==> config.mk <==
export PLATFORM = sky130hd
export DESIGN_NAME = heading_hold_motion_sequencer_core
export DESIGN_NICKNAME = d
export VERILOG_FILES = /design/src/hhms_pkg.sv /design/src/hhms_cfg.sv /design/src/hhms_step.sv /design/src/heading_hold_motion_sequencer_core.sv
export SDC_FILE = /design/constraint.sdc
export NUM_CORES = 1
export LEC_CHECK = 0
export BUFFER_PORTS_ARGS = -buffer_cell sky130_fd_sc_hd__buf_2
export CAP_MARGIN = 20
export CORE_MARGIN = 10
export CORE_UTILIZATION = 40
export CTS_CLUSTER_DIAMETER = 100
export DETAILED_ROUTE_END_ITERATION = 6
export PLACE_DENSITY = 0.67
export SLEW_MARGIN = 10
export SYNTH_ARGS = -nofsm -noshare
export SYNTH_HDL_FRONTEND = slang
export SYNTH_SLANG_ARGS = --single-unit
export TNS_END_PERCENT = 50
==> constraint.sdc <==
create_clock -name clk -period 4.8 [get_ports clk]
set_input_delay 1.2 -clock clk [delete_from_list [all_inputs] [get_ports clk]]
set_output_delay 1.2 -clock clk [all_outputs]
set_load 0.02 [all_outputs]
==> src/hhms_pkg.sv <==
// Heading-hold motion sequencer: shared types and constants.
// No dependencies; used by every module of the block.
package hhms_pkg;

    localparam int CFG_ADDR_W = 2;
    localparam int CFG_DATA_W = 12;

    typedef enum logic [CFG_ADDR_W-1:0] {
        CFG_HEADING_BAND = 2'd0,
        CFG_BOOST        = 2'd1,
        CFG_MAX_DIST     = 2'd2
    } cfg_addr_t;

    typedef struct packed {
        logic [11:0] heading_band;
        logic [7:0]  boost;
        logic [8:0]  max_distance_cm;
    } cfg_t;

    localparam logic [11:0] BAND_RST = 12'd32;
    localparam logic [7:0]  BOOST_RST = 8'd50;
    localparam logic [8:0]  MAX_DIST_RST = 9'd200;

    typedef enum logic [2:0] {
        OP_END    = 3'd0,
        OP_FWD    = 3'd1,
        OP_BACK   = 3'd2,
        OP_TURN_R = 3'd3,
        OP_TURN_L = 3'd4
    } opcode_t;

    typedef enum logic [2:0] {
        ST_IDLE    = 3'd0,
        ST_RUNNING = 3'd1,
        ST_DONE    = 3'd2,
        ST_OBST    = 3'd3,
        ST_END     = 3'd4
    } status_t;

    typedef enum logic [6:0] {
        MODE_IDLE   = 7'b0000001,
        MODE_FWD    = 7'b0000010,
        MODE_TURN_R = 7'b0000100,
        MODE_TURN_L = 7'b0001000,
        MODE_DONE   = 7'b0010000,
        MODE_OBST   = 7'b0100000,
        MODE_END    = 7'b1000000
    } mode_t;

    localparam logic ACT_LOAD = 1'b0;

    typedef struct packed {
        logic [7:0] left_pwm;
        logic [7:0] right_pwm;
        logic [2:0] status;
    } result_t;

endpackage

==> src/hhms_cfg.sv <==
// Heading-hold motion sequencer: configuration register file.
// Depends on hhms_pkg.
module hhms_cfg (
    input  logic                            clk,
    input  logic                            rst_n,
    input  logic                            cfg_we,
    input  logic [hhms_pkg::CFG_ADDR_W-1:0] cfg_addr,
    input  logic [hhms_pkg::CFG_DATA_W-1:0] cfg_wdata,
    output hhms_pkg::cfg_t                  cfg
);

    hhms_pkg::cfg_t cfg_reg;

    always_ff @(posedge clk or negedge rst_n)
    begin
        if (!rst_n)
        begin
            cfg_reg.heading_band    <= hhms_pkg::BAND_RST;
            cfg_reg.boost           <= hhms_pkg::BOOST_RST;
            cfg_reg.max_distance_cm <= hhms_pkg::MAX_DIST_RST;
        end
        else if (cfg_we)
        begin
            case (hhms_pkg::cfg_addr_t'(cfg_addr))
                hhms_pkg::CFG_HEADING_BAND: cfg_reg.heading_band <= cfg_wdata;
                hhms_pkg::CFG_BOOST:        cfg_reg.boost <= cfg_wdata[7:0];
                hhms_pkg::CFG_MAX_DIST:     cfg_reg.max_distance_cm <= cfg_wdata[8:0];
                default: ;
            endcase
        end
    end

    assign cfg = cfg_reg;

endmodule

==> src/hhms_step.sv <==
// Heading-hold motion sequencer: motion state and per-request update logic.
// Depends on hhms_pkg.
module hhms_step #(
    parameter int HEADING_WIDTH = 24
) (
    input  logic                            clk,
    input  logic                            rst_n,
    input  logic                            fire,
    input  hhms_pkg::cfg_t                  cfg,
    input  logic                            action,
    input  logic [2:0]                      opcode,
    input  logic [7:0]                      arg_amount,
    input  logic [7:0]                      arg_speed,
    input  logic signed [HEADING_WIDTH-1:0] heading,
    input  logic [8:0]                      distance_cm,
    input  logic [7:0]                      now_seconds,
    output hhms_pkg::result_t               result
);

    localparam int RW = HEADING_WIDTH + 1;
    localparam int CW = HEADING_WIDTH + 2;

    hhms_pkg::mode_t    mode_reg, mode_next;
    logic signed [RW-1:0] ref_reg, ref_next;
    logic [7:0] base_reg, base_next;
    logic [7:0] secs_reg, secs_next;
    logic [7:0] start_reg, start_next;
    logic [7:0] left_reg, left_next;
    logic [7:0] right_reg, right_next;

    logic signed [RW-1:0] head_r;
    logic signed [RW-1:0] turn_off;
    logic signed [CW-1:0] head_c, ref_c, band_c;
    logic [8:0] boost_sum;
    logic [7:0] boosted;
    logic [7:0] elapsed;
    logic       obstacle;

    always_comb
    begin
        head_r    = RW'(heading);
        turn_off  = RW'($signed({1'b0, arg_amount, 4'b0000}));
        head_c    = CW'(heading);
        ref_c     = CW'(ref_reg);
        band_c    = CW'($signed({1'b0, cfg.heading_band}));
        boost_sum = {1'b0, base_reg} + {1'b0, cfg.boost};
        boosted   = boost_sum[8] ? 8'hFF : boost_sum[7:0];
        elapsed   = now_seconds - start_reg;
        obstacle  = (distance_cm != 9'd0) && (distance_cm <= cfg.max_distance_cm);

        mode_next  = mode_reg;
        ref_next   = ref_reg;
        base_next  = base_reg;
        secs_next  = secs_reg;
        start_next = start_reg;
        left_next  = left_reg;
        right_next = right_reg;

        if (action == hhms_pkg::ACT_LOAD)
        begin
            base_next  = arg_speed;
            secs_next  = arg_amount;
            start_next = now_seconds;
            ref_next   = head_r;
            left_next  = 8'd0;
            right_next = 8'd0;
            case (hhms_pkg::opcode_t'(opcode))
                hhms_pkg::OP_END:
                    mode_next = hhms_pkg::MODE_END;
                hhms_pkg::OP_FWD:
                begin
                    mode_next  = hhms_pkg::MODE_FWD;
                    left_next  = arg_speed;
                    right_next = arg_speed;
                end
                hhms_pkg::OP_TURN_R:
                begin
                    mode_next = hhms_pkg::MODE_TURN_R;
                    ref_next  = head_r - turn_off;
                    left_next = arg_speed;
                end
                hhms_pkg::OP_TURN_L:
                begin
                    mode_next  = hhms_pkg::MODE_TURN_L;
                    ref_next   = head_r + turn_off;
                    right_next = arg_speed;
                end
                default:
                    mode_next = hhms_pkg::MODE_DONE;
            endcase
        end
        else
        begin
            case (mode_reg)
                hhms_pkg::MODE_FWD:
                begin
                    if (obstacle)
                    begin
                        mode_next  = hhms_pkg::MODE_OBST;
                        left_next  = 8'd0;
                        right_next = 8'd0;
                    end
                    else
                    begin
                        if (head_c < ref_c - band_c)
                            right_next = boosted;
                        else if (head_c > ref_c + band_c)
                            left_next = boosted;
                        else
                        begin
                            left_next  = base_reg;
                            right_next = base_reg;
                        end
                        if (elapsed >= secs_reg)
                        begin
                            mode_next  = hhms_pkg::MODE_DONE;
                            left_next  = 8'd0;
                            right_next = 8'd0;
                        end
                    end
                end
                hhms_pkg::MODE_TURN_R:
                begin
                    if (!(head_c > ref_c))
                    begin
                        mode_next  = hhms_pkg::MODE_DONE;
                        left_next  = 8'd0;
                        right_next = 8'd0;
                    end
                end
                hhms_pkg::MODE_TURN_L:
                begin
                    if (!(head_c < ref_c))
                    begin
                        mode_next  = hhms_pkg::MODE_DONE;
                        left_next  = 8'd0;
                        right_next = 8'd0;
                    end
                end
                default: ;
            endcase
        end

        result.left_pwm  = left_next;
        result.right_pwm = right_next;
        case (mode_next)
            hhms_pkg::MODE_FWD,
            hhms_pkg::MODE_TURN_R,
            hhms_pkg::MODE_TURN_L: result.status = hhms_pkg::ST_RUNNING;
            hhms_pkg::MODE_DONE:   result.status = hhms_pkg::ST_DONE;
            hhms_pkg::MODE_OBST:   result.status = hhms_pkg::ST_OBST;
            hhms_pkg::MODE_END:    result.status = hhms_pkg::ST_END;
            default:               result.status = hhms_pkg::ST_IDLE;
        endcase
    end

    always_ff @(posedge clk or negedge rst_n)
    begin
        if (!rst_n)
        begin
            mode_reg  <= hhms_pkg::MODE_IDLE;
            ref_reg   <= '0;
            base_reg  <= '0;
            secs_reg  <= '0;
            start_reg <= '0;
            left_reg  <= '0;
            right_reg <= '0;
        end
        else if (fire)
        begin
            mode_reg  <= mode_next;
            ref_reg   <= ref_next;
            base_reg  <= base_next;
            secs_reg  <= secs_next;
            start_reg <= start_next;
            left_reg  <= left_next;
            right_reg <= right_next;
        end
    end

endmodule

==> src/heading_hold_motion_sequencer_core.sv <==
// Heading-hold motion sequencer top level: stream ports, input and result registers.
// A request passes through the input register, then the result register.
// Throughput: one request per cycle while m_axis_tready does not stall the result.
// Reset (rst_n, async, active low): idle mode, state cleared, config at defaults.
// Depends on hhms_pkg, hhms_cfg, hhms_step.
module heading_hold_motion_sequencer_core #(
    parameter int HEADING_WIDTH = 24
) (
    input  logic                            clk,
    input  logic                            rst_n,
    input  logic                            cfg_we,
    input  logic [hhms_pkg::CFG_ADDR_W-1:0] cfg_addr,
    input  logic [hhms_pkg::CFG_DATA_W-1:0] cfg_wdata,
    input  logic                            s_axis_tvalid,
    output logic                            s_axis_tready,
    // opcode, arg_amount, arg_speed, heading, distance_cm, now_seconds, zero pad
    input  logic [((HEADING_WIDTH+43)/8)*8-1:0] s_axis_tdata,
    // action
    input  logic                            s_axis_tuser,
    output logic                            m_axis_tvalid,
    input  logic                            m_axis_tready,
    // left_pwm, right_pwm, status, zero pad
    output logic [23:0]                     m_axis_tdata
);

    localparam int HW = HEADING_WIDTH;
    localparam int INW = ((HW + 43) / 8) * 8;

    hhms_pkg::cfg_t    cfg;
    hhms_pkg::result_t result;

    logic           in_valid_reg;
    logic [INW-1:0] in_data_reg;
    logic           in_user_reg;
    logic           out_valid_reg;
    hhms_pkg::result_t out_reg;
    logic           step_fire;
    logic           s_fire;

    assign step_fire     = in_valid_reg && (!out_valid_reg || m_axis_tready);
    assign s_axis_tready = !in_valid_reg || step_fire;
    assign s_fire        = s_axis_tvalid && s_axis_tready;

    always_ff @(posedge clk or negedge rst_n)
    begin
        if (!rst_n)
            in_valid_reg <= 1'b0;
        else if (s_axis_tready)
            in_valid_reg <= s_axis_tvalid;
    end

    always_ff @(posedge clk)
    begin
        if (s_fire)
        begin
            in_data_reg <= s_axis_tdata;
            in_user_reg <= s_axis_tuser;
        end
    end

    always_ff @(posedge clk or negedge rst_n)
    begin
        if (!rst_n)
            out_valid_reg <= 1'b0;
        else if (step_fire)
            out_valid_reg <= 1'b1;
        else if (m_axis_tready)
            out_valid_reg <= 1'b0;
    end

    always_ff @(posedge clk)
    begin
        if (step_fire)
            out_reg <= result;
    end

    hhms_cfg u_cfg (
        .clk       (clk),
        .rst_n     (rst_n),
        .cfg_we    (cfg_we),
        .cfg_addr  (cfg_addr),
        .cfg_wdata (cfg_wdata),
        .cfg       (cfg)
    );

    hhms_step #(
        .HEADING_WIDTH (HW)
    ) u_step (
        .clk         (clk),
        .rst_n       (rst_n),
        .fire        (step_fire),
        .cfg         (cfg),
        .action      (in_user_reg),
        .opcode      (in_data_reg[2:0]),
        .arg_amount  (in_data_reg[10:3]),
        .arg_speed   (in_data_reg[18:11]),
        .heading     ($signed(in_data_reg[18+HW:19])),
        .distance_cm (in_data_reg[27+HW:19+HW]),
        .now_seconds (in_data_reg[35+HW:28+HW]),
        .result      (result)
    );

    assign m_axis_tvalid = out_valid_reg;
    assign m_axis_tdata  = {5'd0, out_reg.status, out_reg.right_pwm, out_reg.left_pwm};

    ap_idle_zero_pwm: assert property (@(posedge clk) disable iff (!rst_n)
        (m_axis_tvalid && out_reg.status != hhms_pkg::ST_RUNNING)
        |-> (out_reg.left_pwm == 8'd0 && out_reg.right_pwm == 8'd0))
        else $error("pwm nonzero while no motion runs");

    ap_accept_loads: assert property (@(posedge clk) disable iff (!rst_n)
        s_fire |=> in_valid_reg)
        else $error("accepted request lost from input register");

    ap_result_source: assert property (@(posedge clk) disable iff (!rst_n)
        $rose(m_axis_tvalid) |-> $past(step_fire))
        else $error("result appeared without a processed request");

    ap_stall_holds: assert property (@(posedge clk) disable iff (!rst_n)
        (in_valid_reg && out_valid_reg && !m_axis_tready) |=> in_valid_reg)
        else $error("pending request dropped under back-pressure");

endmodule

==> reports/metrics.cfg, run 1 <==
[cts]
cts_htree_levels=4
clock_latency_ps=460
clock-root-buffer=clkbuf_16
cts_buffers=17
cts.clk_slew.worst_paths_ps=70
cts_buffer_depth=2
cts_hold_buf=0
cts_tree=done
cts.sinks=183

[yosys]
ys_ff_latch=183
async_flop_share=0.563
yosysTopAreaCellShare=0.187
yosys.area.top_type=edfxtp_1
yosys_warnings=0
ys.flop_type=dfrtp_1
synth_edf_count=80
ys_types=84
syn-instance-count=1347
netlist_area_um2=12900
ys_seq_area_frac=0.388
ys_top_cells_by_area=edfxtp_1 19%, dfrtp_1 18%, ha_1 15%
syn_area_per_cell_um2=9.56

[global_route]
antenna_found_initial=0
first_global_vias=10700
gr-total-overflow=0
grt_util_all_layers=0.181
grt_max_degree=72
grt_pass1_wl_mm=56.9

[final_layout]
seq_area_um2=4990
multi_input_area_um2=7650
fillers=2906
final_core_util=0.489
nets=1784
layout-drive-gt1-share=0.229
largest_register_ffs=60
design_area_um2=15500
diodes=0
areaGrowthSynthToFinish_pct=20.1

[die]
start_util=0.407
chipHeight_um=199
dieArea_um2=39800
dieWidth_um=199
rows=65
core_um2=31600
pin_count=110

[routing]
drt_iter0_markers=807
post_drt_wl_per_cell_um=18.2
drt-total-wl_mm=35.6
antenna_left=0
drc=0
vias_per_cell=5.50
via_count=10800
first_pass_iters=5

[worst_setup_path]
cp.required_ps=4990
crit_fanout=5
end_kind=flop
r2r_slack_ps=-330
critPathKind=reg2reg
cp_common_cell=a21oi_2
cp_top_family=compound AO/OA/AOI/OAI gates
worstReg2RegEnd=m_axis_tdata[5]$_DFFE_PP_
startpoint_type=flop
cpPeakStageDelay_ps=480
crit_path_top_delay_cell=or4_4
worstReg2RegStart=u_step.ref_reg[0]$_DFFE_PN0P_
path_buf_inv=4
worstPathArrival_ps=5320
reg2reg_depth=25

[timing]
setup_slack_ps=-328
timing.fmax_mhz=195
rsz0062_at_grt=true
drv_slew=0
worst_pin_slew_ps=1100
setup_viol=32
finalSetupTns_ps=-7060
post-route-min-period_ps=5130
final_hold_viol_count=0
fin_skew_ps=12.1
post-route-period-util=1.07
relSlewSlack=0.265

[run_status]
outcome=complete, but fails checks
violations=setup timing

[placement]
dp_slack_ps=-599
io_buffer_count=100
gp_congestion=0.924
place_area_um2=14400
post-dp-hpwl_mm=26.9

[min_path]
hp-start=in_valid_reg$_DFFE_PN0N_
holdPathEnd=m_axis_tvalid$_DFFE_PN0P_
holdCritPathClass=reg2reg
hold_depth=1

[pwr]
p_total_mw=6.65
p_per_area_nw_per_um2=430
irDropWorstVdd_v=0.000286
power.leakage_nw=6.78

[flow_run]
maxCapViolCount=0

==> power breakdown <==
group          total (mW)  internal [mW]  switching (mW)
Combinational        3.12           1.44            1.67
Sequential           2.12           1.89           0.229
Clock                1.40          0.700           0.703
==> cells by family after synthesis <==
kind of cell / count (synthesis) / synth area share
AOI/OAI and AO/OA: 354 / 0.179
and+or+nand+nor: 385 / 0.143
other: 1 / 0.000291
muxes: 34 / 0.0297
xor gates and xnor gates: 82 / 0.0558
buffers and inverters: 149 / 0.0463
DFF: 183 / 0.388
adders and majority gates: 159 / 0.157
==> cells in the final DEF (no fill, tap or decap), drive strengths merged, types with 12 or more instances in the layout <==
cell type	n
a21oi	100
ha	154
o21a	12
a211oi	22
nand3	40
nor2	64
mux2	29
nor3	25
edfxtp	80
xnor2	62
nand2	156
buf	209
o21ai	102
nand2b	21
a21o	21
xor2	20
o21bai	16
o2bb2ai	16
nand4	18
inv	116
clkbuf	18
dfrtp	95
==> synth_stat cells (23+ instances only) <==
library cell,count
a21oi_1,99
clkbuf_1,25
dfrtp_1,95
edfxtp_1,80
ha_1,154
inv_1,108
mux2_2,25
nand2_1,154
nand3_1,40
nor2_1,63
nor3_1,23
o21ai_0,97
xnor2_1,62
==> through the flow <==
stage / instances / hold slack [ps]
after floorplan: 1351 / 452
after global placement: 1897 / 470
after detailed placement: 1897 / 476
after CTS: 1948 / 494
after global routing: 1956 / 522
final: 1956 / 492
==> worst register-to-register path: stages, from the launching register on <==
cell and delay, ps:
dfrtp_1 380, buf_6 120, ha_4 130, inv_2 40
fa_2 400, o21bai_4 130, a21oi_2 80, o21bai_1 220
a21oi_2 110, o21bai_2 210, a21oi_2 100, a21oi_1 160
buf_4 160, nand4_1 120, xnor2_1 150, ha_2 180
or4_4 480, a221oi_2 170, o21ai_1 110, a31oi_2 210
o21ai_2 110, buf_6 140, mux2_4 350, mux2_4 360
o2bb2ai_4 140, nand3_2 100
==> timing repair <==
item	4_1_cts	5_1_grt
setup buffers	18	7
endpoints found under the hold margin	0	0
pin swaps	28	37
endpoints found under the setup margin	32	32
gates resized for setup	30	54
cloned	1	0
==> per-layer routing <==
metal	share of wire	vias to the layer above	GRT usage	wire length [um]
met5	0	-	0	0
met4	0.029	0	0.0651	1040
met3	0.049	71	0.0274	1730
met2	0.48	307	0.300	17000
met1	0.44	5102	0.235	15800
li1	-	5275	-	-
==> layout make-up <==
cell class              count  area share
clock inverters            14     0.00850
inverters                 110      0.0267
repair buffers            209      0.0863
clock buffers              18      0.0284
flip-flops and latches    183       0.323
well taps                 402      0.0325
multi-input cells        1020       0.495
==> worst max-delay path by stage <==
stage,start,endpoint,depth (start not counted)
2_1_floorplan,u_step.ref_reg[0]$_DFFE_PN0P_,m_axis_tdata[10]$_DFFE_PP_,23
3_3_place_gp,u_step.ref_reg[0]$_DFFE_PN0P_,m_axis_tdata[14]$_DFFE_PP_,24
3_5_place_dp,u_step.ref_reg[0]$_DFFE_PN0P_,m_axis_tdata[12]$_DFFE_PP_,24
4_1_cts,u_step.ref_reg[0]$_DFFE_PN0P_,m_axis_tdata[12]$_DFFE_PP_,24
5_1_grt,u_step.ref_reg[0]$_DFFE_PN0P_,m_axis_tdata[14]$_DFFE_PP_,24
6_report,u_step.ref_reg[0]$_DFFE_PN0P_,m_axis_tdata[5]$_DFFE_PP_,25
Note: power is estimated with default switching activity, not from simulation.
==> run 2, diff against run 1 <==
--- a/config.mk
+++ b/config.mk
@@ -5,9 +5,10 @@
 export SDC_FILE = /design/constraint.sdc
 export NUM_CORES = 1
 export LEC_CHECK = 0
+export ABC_AREA = 1
 export BUFFER_PORTS_ARGS = -buffer_cell sky130_fd_sc_hd__buf_2
 export CAP_MARGIN = 20
-export CORE_MARGIN = 10
+export CORE_MARGIN = 2
 export CORE_UTILIZATION = 40
 export CTS_CLUSTER_DIAMETER = 100
 export DETAILED_ROUTE_END_ITERATION = 6
==> reports/metrics.cfg, run 2 <==
[worst_setup_path]
crit_path_top_delay_cell=dfrtp_1
worstReg2RegEnd=m_axis_tdata[2]$_DFFE_PP_
cp_common_cell=nand2_1
crit_fanout=7
worstReg2RegStart=u_cfg.cfg[19]$_DFFE_PN0P_
critPathKind=reg2reg
cp.required_ps=5010
reg2reg_depth=30
crit_path_start=u_cfg.cfg[19]$_DFFE_PN0P_
cpPeakStageDelay_ps=380
startpoint_type=flop
worstPathArrival_ps=4770
end_kind=flop
r2r_slack_ps=240

[routing]
drt-total-wl_mm=36.2
first_pass_iters=6
vias_per_cell=5.18
antenna_left=0
drc=0
post_drt_wl_per_cell_um=15.8
drt_iter0_markers=771
via_count=11900

[cts]
cts.clk_slew.worst_paths_ps=70
cts_buffers=17
cts_buffer_depth=2
cts_tree=done
cts_htree_levels=4
clock-root-buffer=clkbuf_16
clock_latency_ps=460
cts_hold_buf=0
cts.sinks=183

[pwr]
p_per_area_nw_per_um2=498
power.leakage_nw=7.44
irDropWorstVdd_v=0.000357
p_total_mw=7.71

[global_route]
grt_max_degree=90
grt_util_all_layers=0.209
gr-total-overflow=0
grt_pass1_wl_mm=58.9
first_global_vias=11600
antenna_found_initial=0

[final_layout]
areaGrowthSynthToFinish_pct=13.6
final_core_util=0.462
final_cell_mix=412 x nand2_1, 202 x inv_1, 153 x ha_1
layout_commonest_cell=nand2_1
fillers=3368
nets=2069
layout-drive-gt1-share=0.141
diodes=0
largest_register_ffs=60

[flow_run]
maxCapViolCount=0

[timing]
worst_pin_slew_ps=1030
fin_skew_ps=21.3
whs_ps=488
setup_slack_ps=242
timing.fmax_mhz=219
drv_slew=0
post-route-min-period_ps=4560
post-route-period-util=0.950
relSlewSlack=0.314
final_hold_viol_count=0
setup_viol=0

[min_path]
hold_depth=2
holdCritPathClass=reg2reg
holdPathEnd=u_step.start_reg[2]$_DFFE_PN0P_
hp-start=in_data_reg[54]$_DFFE_PP_

[placement]
post-dp-hpwl_mm=28.4
io_buffer_count=100
gp_congestion=0.928
dp_slack_ps=115

[die]
core_um2=33500
chipHeight_um=189
rows=67
dieWidth_um=189
pin_count=110
start_util=0.407
dieArea_um2=35600

[yosys]
ys_top_cells_by_area=edfxtp_1 18%, dfrtp_1 17%, ha_1 14%
synth.most_common_cell=nand2_1
ys_types=56
yosys.area.top_type=edfxtp_1
yosys_warnings=0
async_flop_share=0.563
syn_area_per_cell_um2=7.96
ys_seq_area_frac=0.366
synthTopCellsByCount=417 x nand2_1, 204 x inv_1, 154 x ha_1
ys_ff_latch=183
syn-instance-count=1714
netlist_area_um2=13600
synth_edf_count=80
yosysTopAreaCellShare=0.176
ys.flop_type=dfrtp_1

[run_status]
outcome=complete, no violations

## run 2: changes by cell type in the layout (fill, tap and decap cells not counted), sizes merged, moves of 21 or more
cell	change
inv	+103
nor2	+41
xnor2	-44
a211oi	-21
mux2	-29
nand2	+284
a21oi	+34
nand3	+45
buf	-75
nand2b	-21
xor2	+34
o21ai	+47
## run 2: how the worst max path moves through the flow
stage,to,slack [ps],cells past startpoint
after floorplan,m_axis_tdata[10]$_DFFE_PP_,900,31
after global placement,u_step.left_reg[7]$_DFFE_PN0P_,160,29
after detailed placement,m_axis_tdata[13]$_DFFE_PP_,110,31
after CTS,m_axis_tdata[13]$_DFFE_PP_,90,31
after global routing,m_axis_tdata[4]$_DFFE_PP_,-30,33
final,m_axis_tdata[2]$_DFFE_PP_,240,30
## run 2: logic make-up (layout without fill, tap and decap cells)
logic type / Yosys count / in the layout / synth area share
AO/OA/AOI/OAI: 338 / 338 / 0.138
XOR/XNOR: 72 / 72 / 0.0462
adder cells (fa/ha/maj): 159 / 159 / 0.149
buffers and inverters: 264 / 383 / 0.0760
flip-flops: 183 / 183 / 0.366
other: 1 / 5 / 0.000275
AND/OR/NAND/NOR: 697 / 699 / 0.225
## run 2: area by class of cell
type / count / area, um^2 / area share
inverters: 217 / 815 / 0.0526
multi-input cells: 1273 / 7760 / 0.501
clock inverters: 13 / 131 / 0.00848
well taps: 448 / 561 / 0.0362
clock buffers: 19 / 464 / 0.0300
repair buffers: 134 / 778 / 0.0502
flip-flops and latches: 183 / 4990 / 0.322
## run 2: where the power goes
part	total, mW	switching (mW)	internal [mW]
registers	2.29	0.305	1.98
logic	4.02	2.50	1.52
clock network	1.40	0.671	0.733
total	7.71	3.48	4.24
## run 2: routing by layer
metal,part of all wire,global-route usage,vias to the layer above
met1,0.47,0.284,5555
met4,0.024,0.0679,0
li1,-,-,5956
met2,0.46,0.341,299
met5,0,0,-
met3,0.047,0.0300,44
## run 2: what timing repair did
| item | in CTS | in global routing |
|---|---|---|
| setup endpoints to repair | 0 | 32 |
| buffers inserted | 0 | 8 |
| gates resized for setup | 0 | 25 |
## run 2: through the flow
stage	area, um^2	cells	TNS, ps
after floorplan	13700	1718	0
after global placement	14700	2244	0
after detailed placement	14700	2245	0
after CTS	15300	2277	0
after global routing	15500	2287	-99.3
final	15500	2287	0
## run 2: worst max-delay path, delay by kind of cell, from the launching register on
family | cells | cell delay (ps)
and+or+nand+nor | 22 | 2240
DFF | 1 | 380
adders and majority gates | 2 | 630
xor gates and xnor gates | 1 | 170
buffers and inverters | 2 | 250
AOI/OAI and AO/OA | 3 | 640
==> run 3, diff against run 2 <==
--- a/config.mk
+++ b/config.mk
@@ -9,10 +9,10 @@
 export BUFFER_PORTS_ARGS = -buffer_cell sky130_fd_sc_hd__buf_2
 export CAP_MARGIN = 20
 export CORE_MARGIN = 2
-export CORE_UTILIZATION = 40
+export CORE_UTILIZATION = 35
 export CTS_CLUSTER_DIAMETER = 100
 export DETAILED_ROUTE_END_ITERATION = 6
-export PLACE_DENSITY = 0.67
+export PLACE_DENSITY = 0.61
 export SLEW_MARGIN = 10
 export SYNTH_ARGS = -nofsm -noshare
 export SYNTH_HDL_FRONTEND = slang
==> reports/metrics.cfg, run 3 (synthesized netlist as in run 2, its figures left out) <==
[worst_setup_path]
cp_top_family=simple AND/OR/NAND/NOR gates
worstReg2RegStart=u_cfg.cfg[20]$_DFFE_PN0P_
startpoint_type=flop
crit_fanout=7
worstPathArrival_ps=4660
r2r_slack_ps=350
path_buf_inv=4
worstReg2RegEnd=m_axis_tdata[4]$_DFFE_PP_
cp.required_ps=5000
cpPeakStageDelay_ps=400
crit_path_top_delay_cell=dfrtp_1
end_kind=flop
reg2reg_depth=31
critPathKind=reg2reg
cp_common_cell=nand2_1

[cts]
cts_hold_buf=0
cts_htree_levels=4
cts.sinks=183
cts_buffer_depth=2
cts.clk_slew.worst_paths_ps=70
cts_buffers=17
clock-root-buffer=clkbuf_16
clock_latency_ps=470
cts_tree=done

[routing]
drc=0
first_pass_iters=5
drt_iter0_markers=693
via_count=11700
antenna_left=0
post_drt_wl_per_cell_um=15.4
vias_per_cell=4.95
drt-total-wl_mm=36.3

[min_path]
holdPathEnd=u_cfg.cfg[2]$_DFFE_PN0P_
hold_depth=2
hp-start=u_cfg.cfg[2]$_DFFE_PN0P_
holdCritPathClass=reg2reg

[timing]
setup_slack_ps=346
final_hold_viol_count=0
fin_skew_ps=24.5
finalSetupTns_ps=0
worst_pin_slew_ps=825
relSlewSlack=0.449
post-route-min-period_ps=4450
setup_viol=0
timing.fmax_mhz=225
post-route-period-util=0.928
drv_slew=0

[pwr]
irDropWorstVdd_v=0.000250
power.leakage_nw=7.45
p_per_area_nw_per_um2=500

[placement]
dpl.cell_count=2318
place_area_um2=14800
io_buffer_count=100
dp_slack_ps=171
post-dp-hpwl_mm=28.8
gp_congestion=0.938

[final_layout]
nets=2066
design_area_um2=15600
fillers=3943
layout_commonest_cell=nand2_1
layout-drive-gt1-share=0.140
final_cells=2354
areaGrowthSynthToFinish_pct=14.4
largest_register_ffs=60
diodes=0
final_cell_mix=412 x nand2_1, 202 x inv_1, 154 x ha_1

[flow_run]
maxCapViolCount=0

[die]
pin_count=110
core_um2=38600
dieArea_um2=40600
dieWidth_um=201
rows=72
start_util=0.354
chipHeight_um=201

[global_route]
grt_pass1_wl_mm=58.8
antenna_found_initial=0
first_global_vias=11500
grt_max_degree=104
grt_util_all_layers=0.183
gr-total-overflow=0

[run_status]
outcome=complete, no violations

run 3: cell types whose count changed in the layout (fill, tap and decap cells not counted), sizes merged:
cell	change
bufinv	+3
buf	-2
clkbuf	-1
clkinv	-1
clkinvlp	-1
nand2	-1
run 3: final cells by class:
| class | count | area, um^2 | share of cell area |
|---|---|---|---|
| tap | 518 | 648 | 0.0415 |
| clock inverter | 14 | 208 | 0.0133 |
| timing repair buffer | 132 | 756 | 0.0484 |
| clock buffer | 18 | 439 | 0.0281 |
| sequential | 183 | 4990 | 0.320 |
| multi-input combinational | 1272 | 7750 | 0.497 |
| inverter | 217 | 815 | 0.0522 |
run 3: where the power goes:
| part | internal [mW] | switching [mW] | leakage [nW] |
|---|---|---|---|
| logic | 1.50 | 2.48 | 5.08 |
| clock network | 0.860 | 0.675 | 0.319 |
| registers | 1.98 | 0.302 | 2.05 |
| total | 4.35 | 3.46 | 7.45 |
run 3: layer usage:
metal	part of all wire	global-route usage
met1	0.48	0.245
met2	0.45	0.294
met3	0.036	0.0253
met4	0.036	0.0790
met5	0	0
run 3: timing repair:
item                                    4_1_cts  5_1_grt
setup buffers                                 0        3
endpoints found under the setup margin        0       32
gates resized for setup                       0       25
endpoints found under the hold margin         0        0
run 3: worst max-delay path by stage:
| stage | cells after the start | start | endpoint |
|---|---|---|---|
| 6_report | 31 | u_cfg.cfg[20]$_DFFE_PN0P_ | m_axis_tdata[4]$_DFFE_PP_ |
| 5_1_grt | 32 | u_cfg.cfg[17]$_DFFE_PN0P_ | u_step.left_reg[1]$_DFFE_PN0P_ |
| 4_1_cts | 31 | u_step.ref_reg[0]$_DFFE_PN0P_ | m_axis_tdata[13]$_DFFE_PP_ |
| 3_5_place_dp | 31 | u_step.ref_reg[0]$_DFFE_PN0P_ | m_axis_tdata[14]$_DFFE_PP_ |
| 3_3_place_gp | 31 | u_step.ref_reg[0]$_DFFE_PN0P_ | m_axis_tdata[12]$_DFFE_PP_ |
| 2_1_floorplan | 31 | u_step.ref_reg[0]$_DFFE_PN0P_ | m_axis_tdata[10]$_DFFE_PP_ |
run 3: worst reg2reg max path: cells and delay by family, from the launching register on:
family | cells | cell delay [ps]
compound gates | 8 | 1260
xor+xnor | 1 | 150
fa+ha+maj | 2 | 640
buf+inv | 4 | 420
flops | 1 | 400
simple gates | 16 | 1350
run 3: through the flow:
| step | hold WS (ps) | power, mW | util |
|---|---|---|---|
| 2_1_floorplan | 453 | 5.13 | - |
| 3_3_place_gp | 471 | 6.07 | 0.384 |
| 3_5_place_dp | 478 | 6.16 | 0.384 |
| 4_1_cts | 496 | 7.74 | 0.401 |
| 5_1_grt | 517 | 8.52 | 0.405 |
| 6_report | 491 | 7.81 | 0.405 |
